<file path="src/sensorless_bldc_six_step_commutator_macros.svh">
// ----------------------------------------------------------------------------
// Assertion macros for the six-step commutator
// Shared concurrent-assertion forms, clocked on clock and muted in reset.
// ----------------------------------------------------------------------------
`ifndef SENSORLESS_BLDC_SIX_STEP_COMMUTATOR_MACROS_SVH
`define SENSORLESS_BLDC_SIX_STEP_COMMUTATOR_MACROS_SVH

// Condition holds at every edge out of reset
`define BLDC6_ASSERT_ALWAYS(lbl, cond, msg) \
   lbl: assert property (@(posedge clock) disable iff (reset) (cond)) else $error(msg);

// Antecedent implies consequent in the same cycle
`define BLDC6_ASSERT_IMPLY(lbl, ante, cons, msg) \
   lbl: assert property (@(posedge clock) disable iff (reset) (ante) |-> (cons)) \
      else $error(msg);

// Antecedent implies consequent in the next cycle
`define BLDC6_ASSERT_NEXT(lbl, ante, cons, msg) \
   lbl: assert property (@(posedge clock) disable iff (reset) (ante) |=> (cons)) \
      else $error(msg);

`endif

</file>
<file path="src/bldc6_pkg.sv">
// ----------------------------------------------------------------------------
// bldc6_pkg
// Types, register codes, reset values and the six-step drive table.
// ----------------------------------------------------------------------------
package bldc6_pkg;

   // compare selectors in the step table
   localparam logic [1:0] SEL_DUTY = 2'd0;
   localparam logic [1:0] SEL_FULL = 2'd1;
   localparam logic [1:0] SEL_ZERO = 2'd2;

   // register indexes (byte address / 4)
   localparam logic [2:0] REG_RAMP_START = 3'd0;
   localparam logic [2:0] REG_RAMP_DEC   = 3'd1;
   localparam logic [2:0] REG_RAMP_END   = 3'd2;
   localparam logic [2:0] REG_QUALIFY    = 3'd3;
   localparam logic [2:0] REG_PWM_DUTY   = 3'd4;

   localparam logic [2:0]  LAST_STEP = 3'd5;
   localparam logic [15:0] FULL_CMP  = 16'hFFFF;
   localparam logic [15:0] TICK_MAX  = 16'hFFFF;
   localparam logic [7:0]  MATCH_MAX = 8'hFF;

   // register reset values
   localparam logic [15:0] RST_RAMP_START = 16'd10000;
   localparam logic [15:0] RST_RAMP_DEC   = 16'd200;
   localparam logic [15:0] RST_RAMP_END   = 16'd100;
   localparam logic [7:0]  RST_QUALIFY    = 8'd150;
   localparam logic [15:0] RST_PWM_DUTY   = 16'd0;

   typedef struct packed {
      logic [2:0] en;
      logic [2:0] hi;
      logic [1:0] s1;
      logic [1:0] s2;
      logic [1:0] s3;
      logic [1:0] phase;
      logic       falling;
   } step_entry_type;

   typedef struct packed {
      logic [15:0] ramp_start;
      logic [15:0] ramp_dec;
      logic [15:0] ramp_end;
      logic [7:0]  qualify;
      logic [15:0] duty;
   } cfg_type;

   typedef struct packed {
      logic [2:0]  phase_enable_mask;
      logic [2:0]  phase_high_mask;
      logic [15:0] compare_one;
      logic [15:0] compare_two;
      logic [15:0] compare_three;
      logic [1:0]  sensed_phase;
      logic        sense_falling;
      logic [2:0]  next_step;
      logic        commutated;
      logic        closed_loop;
   } result_type;

   // six-step drive table; out-of-range steps fall back to step 0
   function automatic step_entry_type step_lookup(input logic [2:0] s);
      step_entry_type e;
      case (s)
         3'd1:    e = '{3'd5, 3'd1, SEL_DUTY, SEL_ZERO, SEL_FULL, 2'd2, 1'b1};
         3'd2:    e = '{3'd6, 3'd2, SEL_ZERO, SEL_DUTY, SEL_FULL, 2'd1, 1'b0};
         3'd3:    e = '{3'd3, 3'd2, SEL_FULL, SEL_DUTY, SEL_ZERO, 2'd3, 1'b1};
         3'd4:    e = '{3'd5, 3'd4, SEL_FULL, SEL_ZERO, SEL_DUTY, 2'd2, 1'b0};
         3'd5:    e = '{3'd6, 3'd4, SEL_ZERO, SEL_FULL, SEL_DUTY, 2'd1, 1'b1};
         default: e = '{3'd3, 3'd1, SEL_DUTY, SEL_FULL, SEL_ZERO, 2'd3, 1'b0};
      endcase
      return e;
   endfunction

   // resolve a compare selector to a compare value
   function automatic logic [15:0] pick_compare(input logic [1:0] sel,
                                                input logic [15:0] duty);
      logic [15:0] v;
      case (sel)
         SEL_DUTY: v = duty;
         SEL_FULL: v = FULL_CMP;
         default:  v = 16'd0;
      endcase
      return v;
   endfunction

endpackage

</file>
<file path="src/bldc6_chan_if.sv">
// ----------------------------------------------------------------------------
// bldc6 channel interfaces
// Valid/ready channels for comparator samples and drive results.
// ----------------------------------------------------------------------------
interface bldc6_req_if;
   logic valid;
   logic ready;
   logic time_tick;
   logic comparator_level;

   modport source (output valid, output time_tick, output comparator_level, input ready);
   modport sink   (input valid, input time_tick, input comparator_level, output ready);
endinterface

interface bldc6_rsp_if;
   logic        valid;
   logic        ready;
   logic [2:0]  phase_enable_mask;
   logic [2:0]  phase_high_mask;
   logic [15:0] compare_one;
   logic [15:0] compare_two;
   logic [15:0] compare_three;
   logic [1:0]  sensed_phase;
   logic        sense_falling;
   logic [2:0]  next_step;
   logic        commutated;
   logic        closed_loop;

   modport source (output valid, output phase_enable_mask, output phase_high_mask,
                   output compare_one, output compare_two, output compare_three,
                   output sensed_phase, output sense_falling, output next_step,
                   output commutated, output closed_loop, input ready);
   modport sink   (input valid, input phase_enable_mask, input phase_high_mask,
                   input compare_one, input compare_two, input compare_three,
                   input sensed_phase, input sense_falling, input next_step,
                   input commutated, input closed_loop, output ready);
endinterface

</file>
<file path="src/bldc6_core.sv">
// ----------------------------------------------------------------------------
// bldc6_core
// Commutation state: open-loop ramp timer, edge latch, zero-crossing
// qualification and the registered drive word. One sample per beat.
// ----------------------------------------------------------------------------
`include "sensorless_bldc_six_step_commutator_macros.svh"

module bldc6_core (
   input  logic                  clock,
   input  logic                  reset,
   input  logic                  beat,
   input  logic                  time_tick,
   input  logic                  comparator_level,
   input  bldc6_pkg::cfg_type    cfg,
   input  logic                  start_wr,
   output bldc6_pkg::result_type result
);

   logic [2:0]  step_ff, step_in;
   logic [15:0] ramp_ff, ramp_in;
   logic [15:0] period_ff, period_in;
   logic [15:0] tick_ff, tick_in;
   logic        sensing_ff, sensing_in;
   logic        latched_ff, latched_in;
   logic        qual_ff, qual_in;
   logic [7:0]  match_ff, match_in;
   logic        level_ff, level_in;
   logic [2:0]  en_ff, en_in;
   logic [2:0]  hi_ff, hi_in;
   logic [15:0] c1_ff, c1_in;
   logic [15:0] c2_ff, c2_in;
   logic [15:0] c3_ff, c3_in;
   logic [1:0]  phase_ff, phase_in;
   logic        falling_ff, falling_in;

   logic [2:0]  step_cur;
   logic [2:0]  step_adv;
   logic [15:0] tick_inc;
   logic        expire;
   logic        open_comm;
   logic        go_closed;
   logic        qual_act;
   logic [7:0]  need;
   logic [7:0]  match_inc;
   logic        closed_comm;
   logic        did;
   logic        edge_seen;
   bldc6_pkg::step_entry_type entry;

   // step decode and table lookup
   assign step_cur = (step_ff <= bldc6_pkg::LAST_STEP) ? step_ff : 3'd0;
   assign step_adv = (step_cur == bldc6_pkg::LAST_STEP) ? 3'd0 : step_cur + 3'd1;
   assign entry    = bldc6_pkg::step_lookup(step_cur);

   // open-loop timer
   assign tick_inc  = (tick_ff != bldc6_pkg::TICK_MAX) ? tick_ff + 16'd1 : tick_ff;
   assign expire    = !sensing_ff && time_tick && (tick_inc >= period_ff);
   assign open_comm = expire && (ramp_ff > cfg.ramp_end);
   assign go_closed = expire && !open_comm;

   // zero-crossing qualification
   assign qual_act    = sensing_ff && (qual_ff || latched_ff);
   assign need        = (cfg.qualify == 8'd0) ? 8'd1 : cfg.qualify;
   assign match_inc   = ((comparator_level == step_ff[0]) && (match_ff != bldc6_pkg::MATCH_MAX))
                        ? match_ff + 8'd1 : match_ff;
   assign closed_comm = qual_act && (match_inc >= need);
   assign did         = open_comm || closed_comm;

   // edge of the selected polarity
   assign edge_seen = falling_ff ? (level_ff && !comparator_level)
                                 : (!level_ff && comparator_level);

   // next state
   always_comb begin
      step_in    = step_ff;
      ramp_in    = ramp_ff;
      period_in  = period_ff;
      tick_in    = tick_ff;
      sensing_in = sensing_ff;
      latched_in = latched_ff;
      qual_in    = qual_ff;
      match_in   = match_ff;
      level_in   = level_ff;
      en_in      = en_ff;
      hi_in      = hi_ff;
      c1_in      = c1_ff;
      c2_in      = c2_ff;
      c3_in      = c3_ff;
      phase_in   = phase_ff;
      falling_in = falling_ff;
      if (beat) begin
         level_in = comparator_level;
         if (!sensing_ff && time_tick) begin
            tick_in = expire ? 16'd0 : tick_inc;
         end
         if (open_comm) begin
            period_in = ramp_ff;
            ramp_in   = (ramp_ff > cfg.ramp_dec) ? ramp_ff - cfg.ramp_dec : 16'd0;
         end
         if (go_closed) begin
            sensing_in = 1'b1;
         end
         if (qual_act) begin
            qual_in  = 1'b1;
            match_in = match_inc;
         end
         if (did) begin
            step_in    = step_adv;
            latched_in = 1'b0;
            qual_in    = 1'b0;
            match_in   = 8'd0;
            en_in      = entry.en;
            hi_in      = entry.hi;
            c1_in      = bldc6_pkg::pick_compare(entry.s1, cfg.duty);
            c2_in      = bldc6_pkg::pick_compare(entry.s2, cfg.duty);
            c3_in      = bldc6_pkg::pick_compare(entry.s3, cfg.duty);
            phase_in   = entry.phase;
            falling_in = entry.falling;
         end else if (edge_seen) begin
            latched_in = 1'b1;
         end
      end else if (start_wr && !sensing_ff) begin
         // reload the ramp while still in open loop
         ramp_in   = cfg.ramp_start;
         period_in = cfg.ramp_start;
         tick_in   = 16'd0;
      end
   end

   // state registers
   always_ff @(posedge clock) begin
      if (reset) begin
         step_ff    <= 3'd0;
         ramp_ff    <= bldc6_pkg::RST_RAMP_START;
         period_ff  <= bldc6_pkg::RST_RAMP_START;
         tick_ff    <= 16'd0;
         sensing_ff <= 1'b0;
         latched_ff <= 1'b0;
         qual_ff    <= 1'b0;
         match_ff   <= 8'd0;
         level_ff   <= 1'b0;
         en_ff      <= 3'd0;
         hi_ff      <= 3'd0;
         c1_ff      <= 16'd0;
         c2_ff      <= 16'd0;
         c3_ff      <= 16'd0;
         phase_ff   <= 2'd0;
         falling_ff <= 1'b0;
      end else begin
         step_ff    <= step_in;
         ramp_ff    <= ramp_in;
         period_ff  <= period_in;
         tick_ff    <= tick_in;
         sensing_ff <= sensing_in;
         latched_ff <= latched_in;
         qual_ff    <= qual_in;
         match_ff   <= match_in;
         level_ff   <= level_in;
         en_ff      <= en_in;
         hi_ff      <= hi_in;
         c1_ff      <= c1_in;
         c2_ff      <= c2_in;
         c3_ff      <= c3_in;
         phase_ff   <= phase_in;
         falling_ff <= falling_in;
      end
   end

   // result of this beat, after the update
   always_comb begin
      result.phase_enable_mask = en_in;
      result.phase_high_mask   = hi_in;
      result.compare_one       = c1_in;
      result.compare_two       = c2_in;
      result.compare_three     = c3_in;
      result.sensed_phase      = phase_in;
      result.sense_falling     = falling_in;
      result.next_step         = step_in;
      result.commutated        = beat && did;
      result.closed_loop       = sensing_in;
   end

   `BLDC6_ASSERT_NEXT(a_closed_loop_holds, sensing_ff, sensing_ff, "closed loop dropped")
   `BLDC6_ASSERT_IMPLY(a_qual_needs_sensing, qual_ff, sensing_ff, "qualifying in open loop")
   `BLDC6_ASSERT_IMPLY(a_match_needs_qual, match_ff != 8'd0, qual_ff, "stray match count")
   `BLDC6_ASSERT_NEXT(a_drive_holds, !(beat && did), $stable(en_ff) && $stable(phase_ff),
                      "drive changed without commutation")
   `BLDC6_ASSERT_ALWAYS(a_step_range, step_ff <= bldc6_pkg::LAST_STEP, "step out of range")

endmodule

</file>
<file path="src/sensorless_bldc_six_step_commutator.sv">
// ----------------------------------------------------------------------------
// sensorless_bldc_six_step_commutator
// Sensorless six-step commutator: open-loop ramp start, then back-EMF
// zero-crossing commutation, with an APB-style register port.
//
//   channel   direction  handshake        payload
//   req_bus   in         valid / ready    time_tick, comparator_level
//   rsp_bus   out        valid / ready    drive masks, compares, step, flags
//   csr_*     in         psel / penable   five config registers at 4*i
//
// One sample per cycle unless the output register is stalled; its result
// appears in the output register the next cycle. Core state updates on a
// sample beat or a ramp start write. A stalled result holds in the output
// register; a new sample is taken in the same cycle the held result is taken.
// Reset is synchronous, active high; all phases off, ramp at its start value.
// ----------------------------------------------------------------------------
module sensorless_bldc_six_step_commutator (
   input  logic        clock,
   input  logic        reset,
   bldc6_req_if.sink   req_bus,
   bldc6_rsp_if.source rsp_bus,
   input  logic        csr_psel,
   input  logic        csr_penable,
   input  logic        csr_pwrite,
   input  logic [4:0]  csr_paddr,
   input  logic [31:0] csr_pwdata,
   output logic [31:0] csr_prdata,
   output logic        csr_pready
);

   bldc6_pkg::cfg_type    cfg_ff, cfg_in;
   bldc6_pkg::result_type result;
   bldc6_pkg::result_type rsp_ff;
   logic                  rsp_valid_ff, rsp_valid_in;
   logic                  beat;
   logic                  csr_wr;
   logic                  start_wr;
   logic [2:0]            reg_idx;

   // take a sample when the output register is free or draining
   assign req_bus.ready = !rsp_valid_ff || rsp_bus.ready;
   assign beat          = req_bus.valid && req_bus.ready;

   // register write decode
   assign csr_pready = 1'b1;
   assign reg_idx    = csr_paddr[4:2];
   assign csr_wr     = csr_psel && csr_penable && csr_pwrite;
   assign start_wr   = csr_wr && (reg_idx == bldc6_pkg::REG_RAMP_START);

   always_comb begin
      cfg_in = cfg_ff;
      if (csr_wr) begin
         case (reg_idx)
            bldc6_pkg::REG_RAMP_START: cfg_in.ramp_start = csr_pwdata[15:0];
            bldc6_pkg::REG_RAMP_DEC:   cfg_in.ramp_dec   = csr_pwdata[15:0];
            bldc6_pkg::REG_RAMP_END:   cfg_in.ramp_end   = csr_pwdata[15:0];
            bldc6_pkg::REG_QUALIFY:    cfg_in.qualify    = csr_pwdata[7:0];
            bldc6_pkg::REG_PWM_DUTY:   cfg_in.duty       = csr_pwdata[15:0];
            default:                   cfg_in = cfg_ff;
         endcase
      end
   end

   // register read mux
   always_comb begin
      case (reg_idx)
         bldc6_pkg::REG_RAMP_START: csr_prdata = {16'd0, cfg_ff.ramp_start};
         bldc6_pkg::REG_RAMP_DEC:   csr_prdata = {16'd0, cfg_ff.ramp_dec};
         bldc6_pkg::REG_RAMP_END:   csr_prdata = {16'd0, cfg_ff.ramp_end};
         bldc6_pkg::REG_QUALIFY:    csr_prdata = {24'd0, cfg_ff.qualify};
         bldc6_pkg::REG_PWM_DUTY:   csr_prdata = {16'd0, cfg_ff.duty};
         default:                   csr_prdata = 32'd0;
      endcase
   end

   always_ff @(posedge clock) begin
      if (reset) begin
         cfg_ff.ramp_start <= bldc6_pkg::RST_RAMP_START;
         cfg_ff.ramp_dec   <= bldc6_pkg::RST_RAMP_DEC;
         cfg_ff.ramp_end   <= bldc6_pkg::RST_RAMP_END;
         cfg_ff.qualify    <= bldc6_pkg::RST_QUALIFY;
         cfg_ff.duty       <= bldc6_pkg::RST_PWM_DUTY;
      end else begin
         cfg_ff <= cfg_in;
      end
   end

   // core sees the register values including a write in progress
   bldc6_core u_core (
      .clock            (clock),
      .reset            (reset),
      .beat             (beat),
      .time_tick        (req_bus.time_tick),
      .comparator_level (req_bus.comparator_level),
      .cfg              (cfg_in),
      .start_wr         (start_wr),
      .result           (result)
   );

   // output register: load on a sample beat, drop valid once taken
   assign rsp_valid_in = beat || (rsp_valid_ff && !rsp_bus.ready);

   always_ff @(posedge clock) begin
      if (reset) begin
         rsp_valid_ff <= 1'b0;
      end else begin
         rsp_valid_ff <= rsp_valid_in;
      end
   end

   always_ff @(posedge clock) begin
      if (beat) begin
         rsp_ff <= result;
      end
   end

   assign rsp_bus.valid             = rsp_valid_ff;
   assign rsp_bus.phase_enable_mask = rsp_ff.phase_enable_mask;
   assign rsp_bus.phase_high_mask   = rsp_ff.phase_high_mask;
   assign rsp_bus.compare_one       = rsp_ff.compare_one;
   assign rsp_bus.compare_two       = rsp_ff.compare_two;
   assign rsp_bus.compare_three     = rsp_ff.compare_three;
   assign rsp_bus.sensed_phase      = rsp_ff.sensed_phase;
   assign rsp_bus.sense_falling     = rsp_ff.sense_falling;
   assign rsp_bus.next_step         = rsp_ff.next_step;
   assign rsp_bus.commutated        = rsp_ff.commutated;
   assign rsp_bus.closed_loop       = rsp_ff.closed_loop;

endmodule

</file>
<file path="src/flat_wrapper.sv">
// flat-port wrapper written by rule: the top's interface ports become plain ports
module sensorless_bldc_six_step_commutator_flat 
  (clock, reset, csr_psel, csr_penable, csr_pwrite, csr_paddr, csr_pwdata, csr_prdata, csr_pready, req_bus_valid, req_bus_time_tick, req_bus_comparator_level, req_bus_ready, rsp_bus_valid, rsp_bus_phase_enable_mask, rsp_bus_phase_high_mask, rsp_bus_compare_one, rsp_bus_compare_two, rsp_bus_compare_three, rsp_bus_sensed_phase, rsp_bus_sense_falling, rsp_bus_next_step, rsp_bus_commutated, rsp_bus_closed_loop, rsp_bus_ready);
  bldc6_req_if req_bus_i ();
  bldc6_rsp_if rsp_bus_i ();
  input  logic clock;
  input  logic reset;
  input  logic csr_psel;
  input  logic csr_penable;
  input  logic csr_pwrite;
  input  logic [4:0] csr_paddr;
  input  logic [31:0] csr_pwdata;
  output logic [31:0] csr_prdata;
  output logic csr_pready;
  input wire logic [$bits(req_bus_i.valid)-1:0] req_bus_valid;
  input wire logic [$bits(req_bus_i.time_tick)-1:0] req_bus_time_tick;
  input wire logic [$bits(req_bus_i.comparator_level)-1:0] req_bus_comparator_level;
  output wire logic [$bits(req_bus_i.ready)-1:0] req_bus_ready;
  output wire logic [$bits(rsp_bus_i.valid)-1:0] rsp_bus_valid;
  output wire logic [$bits(rsp_bus_i.phase_enable_mask)-1:0] rsp_bus_phase_enable_mask;
  output wire logic [$bits(rsp_bus_i.phase_high_mask)-1:0] rsp_bus_phase_high_mask;
  output wire logic [$bits(rsp_bus_i.compare_one)-1:0] rsp_bus_compare_one;
  output wire logic [$bits(rsp_bus_i.compare_two)-1:0] rsp_bus_compare_two;
  output wire logic [$bits(rsp_bus_i.compare_three)-1:0] rsp_bus_compare_three;
  output wire logic [$bits(rsp_bus_i.sensed_phase)-1:0] rsp_bus_sensed_phase;
  output wire logic [$bits(rsp_bus_i.sense_falling)-1:0] rsp_bus_sense_falling;
  output wire logic [$bits(rsp_bus_i.next_step)-1:0] rsp_bus_next_step;
  output wire logic [$bits(rsp_bus_i.commutated)-1:0] rsp_bus_commutated;
  output wire logic [$bits(rsp_bus_i.closed_loop)-1:0] rsp_bus_closed_loop;
  input wire logic [$bits(rsp_bus_i.ready)-1:0] rsp_bus_ready;
  assign req_bus_i.valid = req_bus_valid;
  assign req_bus_i.time_tick = req_bus_time_tick;
  assign req_bus_i.comparator_level = req_bus_comparator_level;
  assign req_bus_ready = req_bus_i.ready;
  assign rsp_bus_valid = rsp_bus_i.valid;
  assign rsp_bus_phase_enable_mask = rsp_bus_i.phase_enable_mask;
  assign rsp_bus_phase_high_mask = rsp_bus_i.phase_high_mask;
  assign rsp_bus_compare_one = rsp_bus_i.compare_one;
  assign rsp_bus_compare_two = rsp_bus_i.compare_two;
  assign rsp_bus_compare_three = rsp_bus_i.compare_three;
  assign rsp_bus_sensed_phase = rsp_bus_i.sensed_phase;
  assign rsp_bus_sense_falling = rsp_bus_i.sense_falling;
  assign rsp_bus_next_step = rsp_bus_i.next_step;
  assign rsp_bus_commutated = rsp_bus_i.commutated;
  assign rsp_bus_closed_loop = rsp_bus_i.closed_loop;
  assign rsp_bus_i.ready = rsp_bus_ready;
  sensorless_bldc_six_step_commutator u_core (.clock(clock), .reset(reset), .req_bus(req_bus_i), .rsp_bus(rsp_bus_i), .csr_psel(csr_psel), .csr_penable(csr_penable), .csr_pwrite(csr_pwrite), .csr_paddr(csr_paddr), .csr_pwdata(csr_pwdata), .csr_prdata(csr_prdata), .csr_pready(csr_pready));
endmodule
</file>
<file path="config.mk">
export PLATFORM = sky130hd
export DESIGN_NAME = sensorless_bldc_six_step_commutator_flat
export DESIGN_NICKNAME = d
export VERILOG_FILES = /design/src/bldc6_pkg.sv /design/src/bldc6_chan_if.sv /design/src/bldc6_core.sv /design/src/sensorless_bldc_six_step_commutator.sv /design/src/flat_wrapper.sv
export VERILOG_INCLUDE_DIRS = /design/src /design/src/src
export SDC_FILE = /design/constraint.sdc
export NUM_CORES = 1
export LEC_CHECK = 0
export BUFFER_PORTS_ARGS = -buffer_cell sky130_fd_sc_hd__buf_4
export CORE_MARGIN = 4
export CORE_UTILIZATION = 53
export DETAILED_ROUTE_END_ITERATION = 7
export GPL_ROUTABILITY_DRIVEN = 0
export PLACE_DENSITY_LB_ADDON = 0.1
export SLEW_MARGIN = 20
export SYNTH_ARGS = -nofsm -noshare
export SYNTH_HDL_FRONTEND = slang
export SYNTH_SLANG_ARGS = --single-unit
</file>
<file path="constraint.sdc">
create_clock -name clock -period 3.58 [get_ports clock]
set_input_delay 0 -clock clock [delete_from_list [all_inputs] [get_ports clock]]
set_output_delay 0 -clock clock [all_outputs]
set_load 0.02 [all_outputs]
</file>
==> impl_metrics.sql <==
INSERT INTO impl_metrics (metric_group, metric, value, unit) VALUES
('run_status', 'status', 'finished with violations', ''),
('run_status', 'violated_checks', 'negative setup slack', ''),
('logic_synthesis', 'netlist_top_cells_area', 'dfxtp_1, edfxtp_1, mux2i_1', ''),
('placed_design', 'dpl-instance-area', '0.01494', 'mm^2'),
('sta', 'fmax', '277.6', 'MHz'),
('setup_path', 'worstPathCellList', 'ha_4 > nand3_4 > nor2_4 > a31oi_4 > nand4_1 > nor2_2 > xnor2_2 > ha_1 > o21a_1 > o211a_1 > a221oi_4 > nor3_4 > a31oi_4 > inv_4 > buf_12 > mux2_4 > nor2b_1', ''),
('logic_synthesis', 'synth_edf_count', '62', ''),
('finish', 'utilization', '0.7049', ''),
('finish', 'multi_input_comb_area', '0.007169', 'mm^2'),
('floorplan', 'die_area', '0.02700', 'mm^2'),
('finish', 'nFillCells', '1839', ''),
('logic_synthesis', 'synth-main-ff-cell', 'dfxtp_1', ''),
('setup_path', 'cp.arrival', '4000', 'ps'),
('routing', 'ant_nets', '0', ''),
('min_path', 'hold_path_class', 'in2reg', ''),
('global_routing', 'grt_first_pass_wirelength', '53720', 'um'),
('sta', 'finalCriticalPeriod', '3602', 'ps'),
('setup_path', 'crit_buf_inv', '2', ''),
('sta', 'rsz0062_at_grt', 'yes', ''),
('clocking', 'cts_buffer_count', '27', ''),
('clocking', 'clock-sinks', '255', ''),
('placed_design', 'dp.cells', '1824', ''),
('clocking', 'clk_root_buffer_cell', 'clkbuf_16', ''),
('finish', 'num-nets-final', '1679', ''),
('logic_synthesis', 'syn_inst', '1339', ''),
('logic_synthesis', 'post_synth_most_frequent_cells', 'dfxtp_1, nor2_1, a21oi_1', ''),
('clocking', 'clock_tree.htree_level_count', '1', ''),
('power', 'power.total', '6.502', 'mW'),
('routing', 'drt_pass1_iterations', '5', ''),
('sta', 'max_slew_margin', '0.3281', ''),
('min_path', 'worst_hold_path.num_cells', '5', ''),
('logic_synthesis', 'synthArstFlopShare', '0', ''),
('run', 'cap_violations', '0', ''),
('setup_path', 'worstSetupStartpointType', 'register', ''),
('routing', 'routed-via-count', '10700', ''),
('setup_path', 'crit_slowest_cell', 'dfxtp_2', ''),
('setup_path', 'worst_setup_path_end_kind', 'register', ''),
('setup_path', 'worst_path_most_repeated_cell', 'a31oi_4', ''),
('global_routing', 'grt_overflow_total', '0', ''),
('clocking', 'cts.path.max_buffers', '3', ''),
('sta', 'final_slew_viol_count', '0', ''),
('setup_path', 'critical_path.max_fanout', '18', ''),
('power', 'power.static_leakage', '7.020', 'nW'),
('setup_path', 'worst_r2r_path_depth', '17', ''),
('global_routing', 'first_global_vias', '10340', ''),
('routing', 'route.detailed.wl_per_inst', '17.90', 'um'),
('logic_synthesis', 'synth_largest_type_area_fraction', '0.2984', ''),
('routing', 'finalWirelength', '34170', 'um'),
('clocking', 'cts.clk_slew.worst_paths', '60', 'ps'),
('logic_synthesis', 'yosysMostFrequentCell', 'dfxtp_1', ''),
('finish', 'fin_cells', '1909', ''),
('floorplan', 'floorplan.initialDensity', '0.5451', ''),
('setup_path', 'worst_path_largest_cell_delay', '340', 'ps'),
('logic_synthesis', 'share_of_synthesized_area_occupied_by_flip_flops_and_latches', '0.4422', ''),
('sta', 'fin_crit_sh', '1.006', ''),
('logic_synthesis', 'synth-seq-cells', '255', ''),
('logic_synthesis', 'synth.largest_area_cell', 'dfxtp_1', ''),
('setup_path', 'required_worst_endpoint', '3970', 'ps'),
('placed_design', 'port_buffers', '107', ''),
('sta', 'timing.final.hold_violations', '0', ''),
('setup_path', 'cp.depth', '17', ''),
('sta', 'setup_viol', '8', ''),
('routing', 'drt_drc_violations_left', '0', ''),
('sta', 'layout_setup_ws', '-22.29', 'ps'),
('logic_synthesis', 'avgSynthCellArea', '9.670', 'um^2'),
('floorplan', 'floorplan.die.width', '164.3', 'um'),
('finish', 'synthToLayoutAreaGrowth', '29.30', '%'),
('power', 'power_per_cell_area', '388.3', 'mW/mm^2'),
('power', 'power.ir.vdd_worst', '0.0004888', 'V'),
('floorplan', 'num_io_pins', '143', ''),
('routing', 'viasPerCell', '5.602', '');
-- cell families after synthesis --
family          after synthesis  synth area share
flops                       255            0.4422
other cells                   2         0.0005800
xor+xnor                     31           0.02097
fa+ha+maj                    66           0.06416
simple gates                414            0.1580
buf+inv                     133           0.04725
mux                         132            0.1139
compound gates              306            0.1530
-- final timing paths --
path	start	endpoint	slack, ps
worst min register to register	u_core.u_core.period_ff[15]	u_core.u_core.period_ff[15]	470
worst max register to register	u_core.u_core.match_ff[0]	u_core.u_core.c1_ff[1]	-20
worst max-delay path	u_core.u_core.match_ff[0]	u_core.u_core.c1_ff[1]	-20
worst min-delay path	csr_paddr[2]	u_core.cfg_ff[33]	80
-- worst reg2reg max path: cells and delay by family, from the launching register on --
family	cells	cell delay, ps
AO/OA/AOI/OAI	5	1150
AND/OR/NAND/NOR	6	810
adder cells (fa/ha/maj)	2	430
flip-flops	1	340
multiplexers	1	330
buffers and inverters	2	270
XOR/XNOR	1	150
-- power breakdown --
| part | leakage [nW] | switching [mW] | internal [mW] |
|---|---|---|---|
| clock | 0.471 | 1.19 | 1.84 |
| sequential | 2.19 | 0.0180 | 2.99 |
| combinational | 4.36 | 0.286 | 0.181 |
| total | 7.02 | 1.50 | 5.00 |
-- layer usage --
layer / up-vias / part of all wire / routed length, um / global-route usage
met3: 68 / 0.043 / 1474 / 0.02986
met2: 259 / 0.49 / 16760 / 0.4182
met4: 0 / 0.030 / 1012 / 0.07968
met5: - / 0 / 0 / 0
met1: 5101 / 0.44 / 14910 / 0.3246
li1: 5267 / - / - / -
-- sequential cells by signal, summed over array words and instances, names as in the netlist, 2 cells and up --
signal and cells:
u_core.u_core.en_ff 3, u_core.u_core.c1_ff 16, u_core.u_core.period_ff 16, u_core.u_core.tick_ff 16, u_core.u_core.ramp_ff 16, u_core.rsp_bus.compare_one 16
u_core.rsp_bus.compare_two 16, u_core.cfg_ff 72, u_core.rsp_bus.phase_high_mask 3, u_core.u_core.match_ff 8, u_core.rsp_bus.compare_three 16, u_core.rsp_bus.sensed_phase 2
u_core.rsp_bus.phase_enable_mask 3, u_core.rsp_bus.next_step 3, u_core.u_core.phase_ff 2, u_core.u_core.c3_ff 16, u_core.u_core.step_ff 3, u_core.u_core.c2_ff 16
u_core.u_core.hi_ff 3
-- through the flow --
stage	setup WS, ps	hold WS [ps]	TNS, ps
final	-22.29	84.74	-62.04
after global placement	-187.0	250.0	-9829
after CTS	12.42	58.18	0
after detailed placement	-315.0	263.8	-15780
after global routing	-174.6	78.23	-13460
after floorplan	-15.89	129.5	-259.9
-- cells in the final DEF (no fill, tap or decap), drive strengths merged, types with 17 or more instances in the layout --
master	count
clkbuf	32
nand2	52
edfxtp	62
dfxtp	193
a21oi	116
buf	259
dlygate4sd3	22
mux2i	93
mux2	39
nor2	156
a311oi	20
nand2b	45
a211oi	17
nor2b	45
conb	17
xnor2	23
nor3	29
nand3	40
o21ai	39
ha	64
a31oi	26
inv	37
-- repair_timing --
item                                    CTS  global route
resized for setup                        32            94
setup buffers                             4             8
hold buffers                             22             0
endpoints found under the setup margin  133           171
hold endpoints to repair                 77             0
pin swaps                                 8            13
-- layout make-up --
| type | count | area share |
|---|---|---|
| antenna | 1 | 0.0001495 |
| clock buffer | 32 | 0.04387 |
| clock inverter | 18 | 0.01450 |
| inverter | 37 | 0.008520 |
| multi-input combinational | 966 | 0.4282 |
| sequential | 255 | 0.3429 |
| tap | 319 | 0.02384 |
| timing repair buffer | 281 | 0.1380 |
Power figures use the tool's default switching activity.
